### config.mk
export PLATFORM = sky130hd
export DESIGN_NAME = concat_stream_read_splitter
export DESIGN_NICKNAME = d
export VERILOG_FILES = /design/src/rtl/csrs_pkg.sv /design/src/rtl/csrs_ram.sv /design/src/rtl/csrs_ctrl.sv /design/src/rtl/csrs_dpath.sv /design/src/rtl/concat_stream_read_splitter.sv
export SDC_FILE = /design/constraint.sdc
export NUM_CORES = 2
export LEC_CHECK = 0
export ABC_CLOCK_PERIOD_IN_PS = 9900
export BUFFER_PORTS_ARGS = -buffer_cell sky130_fd_sc_hd__buf_4
export CAP_MARGIN = 30
export CORE_ASPECT_RATIO = 0.7
export CORE_MARGIN = 5
export CORE_UTILIZATION = 35
export CTS_CLUSTER_DIAMETER = 150
export DETAILED_ROUTE_END_ITERATION = 7
export PLACE_DENSITY_LB_ADDON = 0.08
export SYNTH_ARGS = -nofsm -noshare
export SYNTH_HDL_FRONTEND = slang
export SYNTH_SLANG_ARGS = --single-unit
### constraint.sdc
create_clock -name clk -period 9.9 [get_ports clk]
set_input_delay 0.495 -clock clk [delete_from_list [all_inputs] [get_ports clk]]
set_output_delay 0.495 -clock clk [all_outputs]
set_load 0.01 [all_outputs]
### src/rtl/csrs_pkg.sv
// Shared codes, field widths and controller/datapath interface types for the read splitter.
package csrs_pkg;

	localparam int OP_W     = 2;
	localparam int SIZE_W   = 48;
	localparam int POS_W    = 48;
	localparam int LEN_W    = 32;
	localparam int SIDX_W   = 4;
	localparam int STATUS_W = 2;

	localparam int IN_DATA_W  = 128;
	localparam int OUT_DATA_W = 120;
	localparam int OUT_PAD_W  = OUT_DATA_W - (SIDX_W + POS_W + 2 * LEN_W);

	// request kinds
	localparam logic [OP_W-1:0] OP_CLEAR  = 2'd0;
	localparam logic [OP_W-1:0] OP_APPEND = 2'd1;
	localparam logic [OP_W-1:0] OP_READ   = 2'd2;

	// result status
	localparam logic [STATUS_W-1:0] ST_OK     = 2'd0;
	localparam logic [STATUS_W-1:0] ST_BEYOND = 2'd1;
	localparam logic [STATUS_W-1:0] ST_FULL   = 2'd2;

	typedef struct packed {
		logic capture;
		logic clear;
		logic append;
		logic emit_blank;
		logic clip;
		logic seg_step;
		logic emit_err;
	} csrs_cmd_t;

	typedef struct packed {
		logic [OP_W-1:0] op;
		logic            len_zero;
		logic            table_full;
		logic            table_empty;
		logic            seg_nonempty;
		logic            seg_last;
		logic            scan_done;
		logic            out_free;
	} csrs_stat_t;

endpackage

### src/rtl/csrs_ram.sv
// Generic single-write, single-read RAM with registered read data.
module csrs_ram #(
	parameter int WIDTH = 48,
	parameter int DEPTH = 16
) (
	input  logic                                   clk,
	input  logic                                   we,
	input  logic [(DEPTH > 1 ? $clog2(DEPTH) : 1)-1:0] waddr,
	input  logic [WIDTH-1:0]                       wdata,
	input  logic [(DEPTH > 1 ? $clog2(DEPTH) : 1)-1:0] raddr,
	output logic [WIDTH-1:0]                       rdata
);

	logic [WIDTH-1:0] mem [DEPTH];
	logic [WIDTH-1:0] rdata_q;

	always_ff @(posedge clk) begin
		if (we) begin
			mem[waddr] <= wdata;
		end
		rdata_q <= mem[raddr];
	end

	assign rdata = rdata_q;

endmodule

### src/rtl/csrs_ctrl.sv
// Controller state machine: decodes requests and sequences the range table scan.
module csrs_ctrl (
	input  logic                 clk,
	input  logic                 arst_n,
	input  logic                 in_valid,
	output logic                 in_ready,
	input  csrs_pkg::csrs_stat_t stat,
	output csrs_pkg::csrs_cmd_t  cmd
);

	typedef enum logic [7:0] {
		S_IDLE   = 8'b0000_0001,
		S_DECODE = 8'b0000_0010,
		S_APPEND = 8'b0000_0100,
		S_BLANK  = 8'b0000_1000,
		S_ADDR   = 8'b0001_0000,
		S_CLIP   = 8'b0010_0000,
		S_SEG    = 8'b0100_0000,
		S_ERR    = 8'b1000_0000
	} state_t;

	state_t state_q;
	state_t state_d;

	always_comb begin
		cmd      = '0;
		in_ready = 1'b0;
		state_d  = state_q;
		unique case (state_q)
			S_IDLE: begin
				in_ready = 1'b1;
				if (in_valid) begin
					cmd.capture = 1'b1;
					state_d     = S_DECODE;
				end
			end
			S_DECODE: begin
				unique case (stat.op)
					csrs_pkg::OP_CLEAR: begin
						cmd.clear = 1'b1;
						state_d   = S_IDLE;
					end
					csrs_pkg::OP_APPEND: begin
						state_d = stat.table_full ? S_BLANK : S_APPEND;
					end
					csrs_pkg::OP_READ: begin
						if (stat.len_zero) begin
							state_d = S_BLANK;
						end else if (stat.table_empty) begin
							state_d = S_ERR;
						end else begin
							state_d = S_ADDR;
						end
					end
					default: state_d = S_IDLE;
				endcase
			end
			S_APPEND: begin
				if (stat.out_free) begin
					cmd.append = 1'b1;
					state_d    = S_IDLE;
				end
			end
			S_BLANK: begin
				if (stat.out_free) begin
					cmd.emit_blank = 1'b1;
					state_d        = S_IDLE;
				end
			end
			S_ADDR: state_d = S_CLIP;
			S_CLIP: begin
				cmd.clip = 1'b1;
				state_d  = S_SEG;
			end
			S_SEG: begin
				// empty ranges are skipped without waiting for the output slot
				if (!stat.seg_nonempty || stat.out_free) begin
					cmd.seg_step = 1'b1;
					if (stat.seg_nonempty && stat.seg_last) begin
						state_d = S_IDLE;
					end else if (stat.scan_done) begin
						state_d = S_ERR;
					end else begin
						state_d = S_ADDR;
					end
				end
			end
			S_ERR: begin
				if (stat.out_free) begin
					cmd.emit_err = 1'b1;
					state_d      = S_IDLE;
				end
			end
			default: state_d = S_IDLE;
		endcase
	end

	always_ff @(posedge clk or negedge arst_n) begin
		if (!arst_n) begin
			state_q <= S_IDLE;
		end else begin
			state_q <= state_d;
		end
	end

	a_capture_decodes: assert property (@(posedge clk) disable iff (!arst_n)
		cmd.capture |=> state_q == S_DECODE)
		else $error("captured request not decoded");

	a_last_seg_ends: assert property (@(posedge clk) disable iff (!arst_n)
		(cmd.seg_step && stat.seg_nonempty && stat.seg_last) |=> state_q == S_IDLE)
		else $error("scan continued past the last segment");

endmodule

### src/rtl/csrs_dpath.sv
// Datapath: request registers, range table, segment clipping and output register.
module csrs_dpath #(
	parameter int MAX_STREAMS = 16
) (
	input  logic                                clk,
	input  logic                                arst_n,
	input  csrs_pkg::csrs_cmd_t                 cmd,
	output csrs_pkg::csrs_stat_t                stat,
	input  logic [csrs_pkg::OP_W-1:0]           in_op,
	input  logic [csrs_pkg::SIZE_W-1:0]         in_stream_size,
	input  logic [csrs_pkg::POS_W-1:0]          in_read_pos,
	input  logic [csrs_pkg::LEN_W-1:0]          in_read_len,
	output logic                                out_valid,
	input  logic                                out_ready,
	output logic [csrs_pkg::OUT_DATA_W-1:0]     seg_data,
	output logic                                out_last,
	output logic [csrs_pkg::STATUS_W-1:0]       out_status
);

	localparam int CNT_W = $clog2(MAX_STREAMS + 1);
	localparam int IDX_W = (MAX_STREAMS > 1) ? $clog2(MAX_STREAMS) : 1;
	localparam int PW    = csrs_pkg::POS_W;
	localparam int LW    = csrs_pkg::LEN_W;

	logic [csrs_pkg::OP_W-1:0]   op_q;
	logic [csrs_pkg::SIZE_W-1:0] size_q;
	logic [PW-1:0]               pos_q;
	logic [LW-1:0]               len_q;
	logic [PW:0]                 stop_q;
	logic [CNT_W-1:0]            count_q;
	logic [PW-1:0]               total_q;
	logic [CNT_W-1:0]            idx_q;
	logic [PW-1:0]               prev_q;
	logic [PW-1:0]               a_q;
	logic [PW-1:0]               b_q;
	logic [PW-1:0]               end_q;
	logic                        seg_last_q;

	logic [PW-1:0]               rd_end;
	logic [PW:0]                 sum;
	logic [PW-1:0]               new_total;
	logic [LW-1:0]               done;
	logic                        load;

	logic                        o_valid_q;
	logic [csrs_pkg::SIDX_W-1:0] o_sidx_q;
	logic [PW-1:0]               o_local_q;
	logic [LW-1:0]               o_dest_q;
	logic [LW-1:0]               o_len_q;
	logic                        o_last_q;
	logic [csrs_pkg::STATUS_W-1:0] o_status_q;

	csrs_ram #(
		.WIDTH (PW),
		.DEPTH (MAX_STREAMS)
	) u_range_end (
		.clk   (clk),
		.we    (cmd.append),
		.waddr (count_q[IDX_W-1:0]),
		.wdata (new_total),
		.raddr (idx_q[IDX_W-1:0]),
		.rdata (rd_end)
	);

	// running total saturates at the largest 48-bit position
	assign sum       = {1'b0, total_q} + {1'b0, size_q};
	assign new_total = sum[PW] ? '1 : sum[PW-1:0];
	assign done      = (total_q > pos_q) ? LW'(total_q - pos_q) : '0;

	assign load = cmd.append | cmd.emit_blank | cmd.emit_err
		| (cmd.seg_step & stat.seg_nonempty);

	always_comb begin
		stat.op           = op_q;
		stat.len_zero     = (len_q == '0);
		stat.table_full   = (count_q == CNT_W'(MAX_STREAMS));
		stat.table_empty  = (count_q == '0);
		stat.seg_nonempty = (a_q < b_q);
		stat.seg_last     = seg_last_q;
		stat.scan_done    = (CNT_W'(idx_q + CNT_W'(1)) == count_q);
		stat.out_free     = !o_valid_q || out_ready;
	end

	always_ff @(posedge clk or negedge arst_n) begin
		if (!arst_n) begin
			count_q   <= '0;
			total_q   <= '0;
			o_valid_q <= 1'b0;
		end else begin
			if (cmd.clear) begin
				count_q <= '0;
				total_q <= '0;
			end else if (cmd.append) begin
				count_q <= CNT_W'(count_q + CNT_W'(1));
				total_q <= new_total;
			end
			if (load) begin
				o_valid_q <= 1'b1;
			end else if (out_ready) begin
				o_valid_q <= 1'b0;
			end
		end
	end

	always_ff @(posedge clk) begin
		if (cmd.capture) begin
			op_q   <= in_op;
			size_q <= in_stream_size;
			pos_q  <= in_read_pos;
			len_q  <= in_read_len;
			stop_q <= {1'b0, in_read_pos} + {{(PW + 1 - LW){1'b0}}, in_read_len};
			idx_q  <= '0;
			prev_q <= '0;
		end
		if (cmd.clip) begin
			a_q        <= (pos_q > prev_q) ? pos_q : prev_q;
			b_q        <= (stop_q < {1'b0, rd_end}) ? stop_q[PW-1:0] : rd_end;
			seg_last_q <= (stop_q <= {1'b0, rd_end});
			end_q      <= rd_end;
		end
		if (cmd.seg_step) begin
			idx_q  <= CNT_W'(idx_q + CNT_W'(1));
			prev_q <= end_q;
		end

		if (cmd.emit_blank) begin
			o_sidx_q   <= '0;
			o_local_q  <= '0;
			o_dest_q   <= '0;
			o_len_q    <= '0;
			o_last_q   <= 1'b1;
			o_status_q <= (op_q == csrs_pkg::OP_APPEND) ? csrs_pkg::ST_FULL : csrs_pkg::ST_OK;
		end else if (cmd.append) begin
			o_sidx_q   <= csrs_pkg::SIDX_W'(count_q);
			o_local_q  <= '0;
			o_dest_q   <= '0;
			o_len_q    <= '0;
			o_last_q   <= 1'b1;
			o_status_q <= csrs_pkg::ST_OK;
		end else if (cmd.emit_err) begin
			o_sidx_q   <= '0;
			o_local_q  <= '0;
			o_dest_q   <= done;
			o_len_q    <= len_q - done;
			o_last_q   <= 1'b1;
			o_status_q <= csrs_pkg::ST_BEYOND;
		end else if (cmd.seg_step && stat.seg_nonempty) begin
			o_sidx_q   <= csrs_pkg::SIDX_W'(idx_q);
			o_local_q  <= a_q - prev_q;
			o_dest_q   <= LW'(a_q - pos_q);
			o_len_q    <= LW'(b_q - a_q);
			o_last_q   <= seg_last_q;
			o_status_q <= csrs_pkg::ST_OK;
		end
	end

	assign out_valid  = o_valid_q;
	assign seg_data   = {{csrs_pkg::OUT_PAD_W{1'b0}}, o_len_q, o_dest_q, o_local_q, o_sidx_q};
	assign out_last   = o_last_q;
	assign out_status = o_status_q;

	a_no_overwrite: assert property (@(posedge clk) disable iff (!arst_n)
		load |-> stat.out_free)
		else $error("output register loaded while a result is pending");

	a_count_bound: assert property (@(posedge clk) disable iff (!arst_n)
		count_q <= CNT_W'(MAX_STREAMS))
		else $error("range count beyond table depth");

	a_error_is_last: assert property (@(posedge clk) disable iff (!arst_n)
		cmd.emit_err |=> (o_last_q && o_status_q == csrs_pkg::ST_BEYOND))
		else $error("error result not marked last");

endmodule

### src/rtl/concat_stream_read_splitter.sv
// Top level: presents appended source streams as one stream and splits reads into segments.
//
//  channel  | dir | tdata                                  | tuser      | tlast
//  s_axis   | in  | stream_size, read_pos, read_len        | op         | -
//  m_axis   | out | stream_index, local_offset, dest_offset,| status     | last
//           |     | segment_length                          |            |
//
// One request at a time. Clear: capture, decode. Append, full table or zero-length read:
// capture, decode, result once the output is free. Read: capture, decode, per range a table
// read, clip and segment step; the scan ends at the range with the last byte or in an error.
// Reset clears the range count, the total and the output valid flag; table contents
// need no clearing. A stalled output holds the scan in place.
module concat_stream_read_splitter #(
	parameter int MAX_STREAMS = 16
) (
	input  logic                                clk,
	input  logic                                arst_n,
	input  logic                                s_axis_tvalid,
	output logic                                s_axis_tready,
	// [47:0] stream_size, [95:48] read_pos, [127:96] read_len
	input  logic [csrs_pkg::IN_DATA_W-1:0]      s_axis_tdata,
	// [1:0] op
	input  logic [csrs_pkg::OP_W-1:0]           s_axis_tuser,
	output logic                                m_axis_tvalid,
	input  logic                                m_axis_tready,
	// [3:0] stream_index, [51:4] local_offset, [83:52] dest_offset,
	// [115:84] segment_length, [119:116] zero
	output logic [csrs_pkg::OUT_DATA_W-1:0]     m_axis_tdata,
	output logic                                m_axis_tlast,
	// [1:0] status
	output logic [csrs_pkg::STATUS_W-1:0]       m_axis_tuser
);

	localparam int SZ = csrs_pkg::SIZE_W;
	localparam int PW = csrs_pkg::POS_W;
	localparam int LW = csrs_pkg::LEN_W;

	csrs_pkg::csrs_cmd_t  cmd;
	csrs_pkg::csrs_stat_t stat;

	logic [SZ-1:0] in_stream_size;
	logic [PW-1:0] in_read_pos;
	logic [LW-1:0] in_read_len;

	assign in_stream_size = s_axis_tdata[SZ-1:0];
	assign in_read_pos    = s_axis_tdata[SZ+PW-1:SZ];
	assign in_read_len    = s_axis_tdata[SZ+PW+LW-1:SZ+PW];

	csrs_ctrl u_ctrl (
		.clk      (clk),
		.arst_n   (arst_n),
		.in_valid (s_axis_tvalid),
		.in_ready (s_axis_tready),
		.stat     (stat),
		.cmd      (cmd)
	);

	csrs_dpath #(
		.MAX_STREAMS (MAX_STREAMS)
	) u_dpath (
		.clk            (clk),
		.arst_n         (arst_n),
		.cmd            (cmd),
		.stat           (stat),
		.in_op          (s_axis_tuser),
		.in_stream_size (in_stream_size),
		.in_read_pos    (in_read_pos),
		.in_read_len    (in_read_len),
		.out_valid      (m_axis_tvalid),
		.out_ready      (m_axis_tready),
		.seg_data       (m_axis_tdata),
		.out_last       (m_axis_tlast),
		.out_status     (m_axis_tuser)
	);

endmodule
Yosys cells after proc, flatten, opt, wreduce, memory -nomap -nowiden:

Memories as Yosys holds them, arrays and structs flattened. A register that Yosys moved wholly into a read port is not among the register bits.
Index checks and enable logic that the tools add are counted.

* RAM bits: 768
* output and inout port bits: 125
* register bits after elaboration: 558
* memories: 1
* logic and storage cells: 124
* bits of input ports: 134

Memory list
* u_dpath.u_range_end.mem: words 16, width 48, read ports 1, clocked after memory_dff 1, wr ports 1, line csrs_ram.sv:14 `logic [WIDTH-1:0] mem [DEPTH];`

* multiplexer cells: 50
* reductions and logical operators: 19
* $lt $le $gt $ge: 5
* add/subtract/negate cells: 9
* bitwise logic cells: 4
* equality and inequality tests: 15

Operator list (count)
* 48-bit 2-to-1 mux: 7
* 32-bit 2-to-1 mux: 5
* 32-bit subtractor: 4
* 48-bit > comparator: 2
* 8-bit 2-to-1 mux: 7
* 48-bit by 32-bit adder with 49-bit output: 1
* 48-bit by 48-bit adder with 49-bit output: 1
* 49-bit by 48-bit <= comparator with 1-bit output: 1
* 49-bit by 48-bit < comparator with 1-bit output: 1
* 48-bit < comparator: 1
* 8-bit case mux with 6 select lines: 1
* 48-bit subtractor: 1
* 32-bit logical NOT: 1
* 5-bit 2-to-1 mux: 4
* 1-bit 2-to-1 mux: 16
* 4-bit 2-to-1 mux: 4
* 8-bit case mux with 2 select lines: 1
* 5-bit by 1-bit adder with 5-bit output, second input constant: 2
* 2-bit 2-to-1 mux: 5
* 8-bit by 1-bit == test with 1-bit output, second input constant: 1
* 8-bit by 2-bit == test with 1-bit output, second input constant: 1
* 8-bit by 3-bit == test with 1-bit output, second input constant: 1
* 8-bit by 4-bit == test with 1-bit output, second input constant: 1
* 8-bit by 5-bit == test with 1-bit output, second input constant: 1
* 22 further kinds: 32

Depth between registers and ports, before layout:

* depth in word-level cells: 10
* gate-level depth with buffers: 29
* gate-level depth less buffers: 27

Modules after synthesis:

A second synthesis with hierarchy kept.

* cell total of the unflattened synthesis: 5240
* area, all modules: 68161.6 µm²

Modules (own cells, without submodules)
* csrs_dpath: area an instance 37850.1 µm², sequential area each 15074.5 µm², cells each 3930, times used 1
* csrs_ram: area an instance 29694.7 µm², sequential area each 24023.0 µm², cells each 1242, times used 1
* csrs_ctrl: area an instance 616.8 µm², sequential area each 201.4 µm², cells each 68, times used 1

Worst setup path after synthesis:

No wires, ideal clock.

* path type: register to register
* start point: register u_ctrl.state_q[2]
* end point: register u_dpath.idx_q[0], enable pin
* setup time: 0.387 ns
* buffers on the path: 1
* stages on the path, launching flop included: 7
* arrival: 6.543 ns
* slack: 2.970 ns
* required time: 9.513 ns
* path through: dfrtp_1 -> clkbuf_1 -> nor4_1 -> nand4b_1 -> inv_1 -> and2_1 -> or2_2

RTL lines
* start, declared: line csrs_ctrl.sv:22 `state_t state_q;`
* start signal, assigned: line csrs_ctrl.sv:102 `state_q <= state_d;`
* end signal, assigned: line csrs_dpath.sv:122 `idx_q <= CNT_W'(idx_q + CNT_W'(1));`
* end, declared: line csrs_dpath.sv:32 `logic [CNT_W-1:0] idx_q;`

Worst setup path in the final report:

* start point: register u_dpath.pos_q[0]
* end point: register u_dpath.o_len_q[28]

* cells in the longest elaborated chain, start to end: 4
* elaborated cells on any way between the ends: 5
* classes of those cells: add/sub: 2; order compare: 1; mux: 2

RTL lines
* start, declared: line csrs_dpath.sv:27 `logic [PW-1:0] pos_q;`
* start signal, assigned: line csrs_dpath.sv:109 `pos_q <= in_read_pos;`
* 48-bit > comparator / 32-bit subtractor (equally long branches): line csrs_dpath.sv:68 `assign done = (total_q > pos_q) ? LW'(total_q - pos_q) : '0;`
* 32-bit 2-to-1 mux (*): line csrs_dpath.sv:68
* 32-bit subtractor (*): line csrs_dpath.sv:144 `o_len_q <= len_q - done;`
* 32-bit 2-to-1 mux (*): line csrs_dpath.sv:140 `end else if (cmd.emit_err) begin`
* end signal, assigned: line csrs_dpath.sv:144
* end signal, assigned: line csrs_dpath.sv:151 `o_len_q <= LW'(b_q - a_q);`
* end, declared: line csrs_dpath.sv:49 `logic [LW-1:0] o_len_q;`

Mark *: on every way between the ends. The rest lies on a longest branch, timed or not.
A chain may end at the register's enable or synchronous reset.

==> metrics.md <==
| Metric | Value |
|---|---|
| Run status | finished clean |
| Reg2reg start | u_dpath.pos_q[0]$_DFFE_PP_ |
| Via/cell ratio | 5.362 |
| CTS tree | done |
| CTS buffer count | 150 |
| DRC errors left | 0 |
| CTS H-tree depth | 4 |
| Clk_skew | 75.35 ps |
| Routed length per instance | 27.30 um |
| Post-CTS setup buffers | 0 |
| Pint | 12.73 mW |
| Ranking of synthesized cells by area | edfxtp_1 51%, mux4_2 8.1%, ha_1 7.9% |
| Asr flop ratio synth | 0.04512 |
| Setup CP Type | flip-flop to flip-flop |
| Nets | 5946 |
| FF-to-FF path depth | 26 |
| I/O pin cnt | 259 |
| P_leak | 29.26 nW |
| Top Family by Delay on Critical Path | compound AO/OA/AOI/OAI gates |
| Die W | 532.7 um |
| Commonest non-fill, non-tap cell in the layout | edfxtp_1 |
| Pwr Density | 242.1 nW/um^2 |
| Nature of the critical path endpoint | flip-flop |
| Slowest cell on crit path | a31oi_4 |
| Clock power share | 0.290 |
| Setup_tns | 0 ps |
| Cells after synthesis | 4955 |
| Total global routing track utilization | 0.2132 |
| Yosys warns | 0 |
| Die Area | 200200 um^2 |
| Hold endpoint | u_ctrl.state_q[1]$_DFFE_PN0P_ |
| Worst min path class | primary input to flip-flop |
| Initial Utilization | 0.3514 |
| Most used cell, CP | a21o_1 |
| Hold Vio Cnt, Final | 0 |
| Fmax | 151.7 MHz |
| Remaining global-route overflow | 0 |
| Switching share of total power | 0.3282 |
| Post-placement cell area | 72150 um^2 |
| R2R setup slack | 3310 ps |
| Number of synthesized flops with an enable pin | 1147 |
| Worst slew margin | 0.2809 |
| Tmin final | 6592 ps |
| Vias | 42984 |
| Synthesized area per cell | 13.51 um^2 |
| Critical Path Start Type | flip-flop |
| R2R Path End | u_dpath.o_len_q[28]$_SDFFE_PP0P_ |
| PortBufs | 254 |
| Number of synthesized register bits | 1374 |
| # setup viols final | 0 |
| HPWL after detailed placement | 153500 um |
| Max-cap violation count | 0 |
| Clk_lat worst skew | 810 ps |
| Largest net degree at the start of global routing | 130 |
| Largest fanout on the critical path | 14 |
| Post-Syn Area | 66940 um^2 |
| Rows | 134 |
| Critical path required time | 10520 ps |
| Sequential fraction of the synthesis area | 0.5871 |
| Sequential share of power | 0.424 |
| Slowest stage delay, CP | 620 ps |
| Reg clk slew, reported paths | 70 ps |
| Die Ht | 375.9 um |
| Dominant cell type by area after synthesis | edfxtp_1 |
| Clock tree sinks | 1374 |
| Vias in the first global route | 42074 |
| Slew Limit Fails | 0 |
| Placer congestion estimate | 0.9319 |
| CP Buf/Inv Count | 2 |
| Post-route cell area | 78260 um^2 |
| Detail Route Antenna Nets | 0 |
| Hold Startpoint | s_axis_tvalid |
| Post-synth top flop | edfxtp_1 |
| Net switching power | 6.219 mW |
| Core ar. | 190500 um^2 |
| Worst Path Arrival | 7220 ps |
| Final WL | 218900 um |
| Unrepaired setup endpoints after global routing | no |
| Synth unique cells | 91 |
| Slew @ Worst Pin | 1079 ps |
| Top-area cell type share of the netlist area | 0.5146 |
| DRT Pass-1 Iters | 7 |
| Filler instances | 17746 |
| P&R area growth vs syn | 16.92% |
| Detailed Route Iter0 Violations | 4027 |
| Hold depth | 3 |
| WHS | 79.81 ps |
| Root Buffer | clkbuf_16 |
| CTS max path bufs | 4 |
| Layout cell share with drive strength beyond 1 | 0.1615 |
| Combinational cell fraction of total power | 0.285 |
| Period utilization | 0.6659 |
| First-pass GRT wire length | 310700 um |
| Commonest cells after routing, fill and taps aside | 1147 x edfxtp_1, 420 x ha_1, 359 x a21oi_1 |
| Worst vdd ir | 141.1 uV |
| Initial antenna violation count | 7 |
==> per-stage QoR <==
step | utilization | total power [mW] | std cells | setup slack [ps]
final | 0.4109 | 18.95 | 8016 | 3308
after floorplan | - | 11.40 | 4958 | 2970
after global placement | 0.3780 | 13.53 | 7607 | 3519
after global routing | 0.4109 | 19.91 | 8014 | 2909
after detailed placement | 0.3788 | 13.56 | 7614 | 3566
after CTS | 0.4105 | 19.16 | 8009 | 3517
==> how the worst max path moves through the flow <==
stage / start / end / slack (ps) / depth (start not counted)
after floorplan: u_ctrl.state_q[2]$_DFFE_PN0P_ / u_dpath.idx_q[0]$_SDFFCE_PN0P_ / 2970 / 6
after global placement: u_dpath.pos_q[0]$_DFFE_PP_ / u_dpath.o_len_q[28]$_SDFFE_PP0P_ / 3520 / 26
after detailed placement: u_dpath.pos_q[0]$_DFFE_PP_ / u_dpath.o_len_q[28]$_SDFFE_PP0P_ / 3570 / 26
after CTS: u_dpath.pos_q[0]$_DFFE_PP_ / u_dpath.o_len_q[28]$_SDFFE_PP0P_ / 3520 / 26
after global routing: u_dpath.pos_q[0]$_DFFE_PP_ / u_dpath.o_len_q[31]$_SDFFE_PP0P_ / 2910 / 25
final: u_dpath.pos_q[0]$_DFFE_PP_ / u_dpath.o_len_q[28]$_SDFFE_PP0P_ / 3310 / 26
==> cell usage after synthesis, types with 40 or more instances <==
cell type and number:
a211oi_1 43, a21o_1 117, a21oi_1 360, a22o_1 49, a31oi_1 48, and2_1 64, clkbuf_1 142, dfrtp_1 61
dfxtp_1 165, edfxtp_1 1147, ha_1 420, inv_1 301, mux2_2 51, mux2i_1 50, mux4_2 240, nand2_1 352
nand2b_1 49, nand3_1 83, nand4_1 62, nor2_1 198, nor2b_1 40, nor3_1 46, o21ai_0 187, xnor2_1 152
xor2_1 98
==> per-layer routing <==
metal / vias up / share of wire / GRT usage
li1: 19795 / - / -
met1: 21723 / 0.47 / 0.3119
met2: 1177 / 0.45 / 0.3287
met3: 285 / 0.056 / 0.03786
met4: 4 / 0.027 / 0.05367
met5: - / 0.00011 / 0
==> layout make-up <==
class / instances / area (um^2) / share of cell area
inverter: 301 / 1135 / 0.01450
sequential: 1374 / 39300 / 0.5021
multi-input combinational: 3099 / 25990 / 0.3321
tap: 2516 / 3148 / 0.04022
antenna: 3 / 7.507 / 0.00009592
clock buffer: 208 / 4259 / 0.05442
timing repair buffer: 459 / 3965 / 0.05066
clock inverter: 56 / 456.7 / 0.005835
==> worst register-to-register path, delay by kind of cell, from the launching register on <==
family	cells	cell delay [ps]
xor+xnor	1	180
buf+inv	2	120
flops	1	450
fa+ha+maj	4	1000
compound gates	14	3620
simple gates	5	1050
==> repair_timing <==
action | in CTS | in global routing
hold endpoints to repair | 151 | 0
resized for setup | 0 | 0
hold buffers | 131 | 0
==> logic make-up after synthesis <==
family          share of synthesized area
flops                              0.5871
buf+inv                           0.02770
fa+ha+maj                         0.08060
other cells                    0.00005602
simple gates                      0.07219
mux                               0.09681
xor+xnor                          0.03271
compound gates                     0.1028
==> sequential cells by signal, indices dropped and copies added, names as in the netlist, 8 cells and up <==
register,cells
u_dpath.u_range_end.mem,768
u_dpath.o_local_q,48
u_dpath.pos_q,48
u_ctrl.state_q,8
u_dpath.total_q,48
u_dpath.prev_q,48
u_dpath.o_len_q,32
u_dpath.len_q,32
u_dpath.a_q,48
u_dpath.stop_q,49
u_dpath.end_q,48
u_dpath.u_range_end.rdata,48
u_dpath.b_q,48
u_dpath.size_q,48
u_dpath.o_dest_q,32
==> power by group through the flow <==
stage,logic (mW),clock network (mW),registers (mW)
after floorplan,3.48,0,7.92
after global placement,5.34,0,8.18
after detailed placement,5.38,0,8.18
after CTS,5.44,5.65,8.07
after global routing,5.92,5.91,8.08
final,5.40,5.50,8.04
No activity file was read; power rests on OpenSTA's default activity.
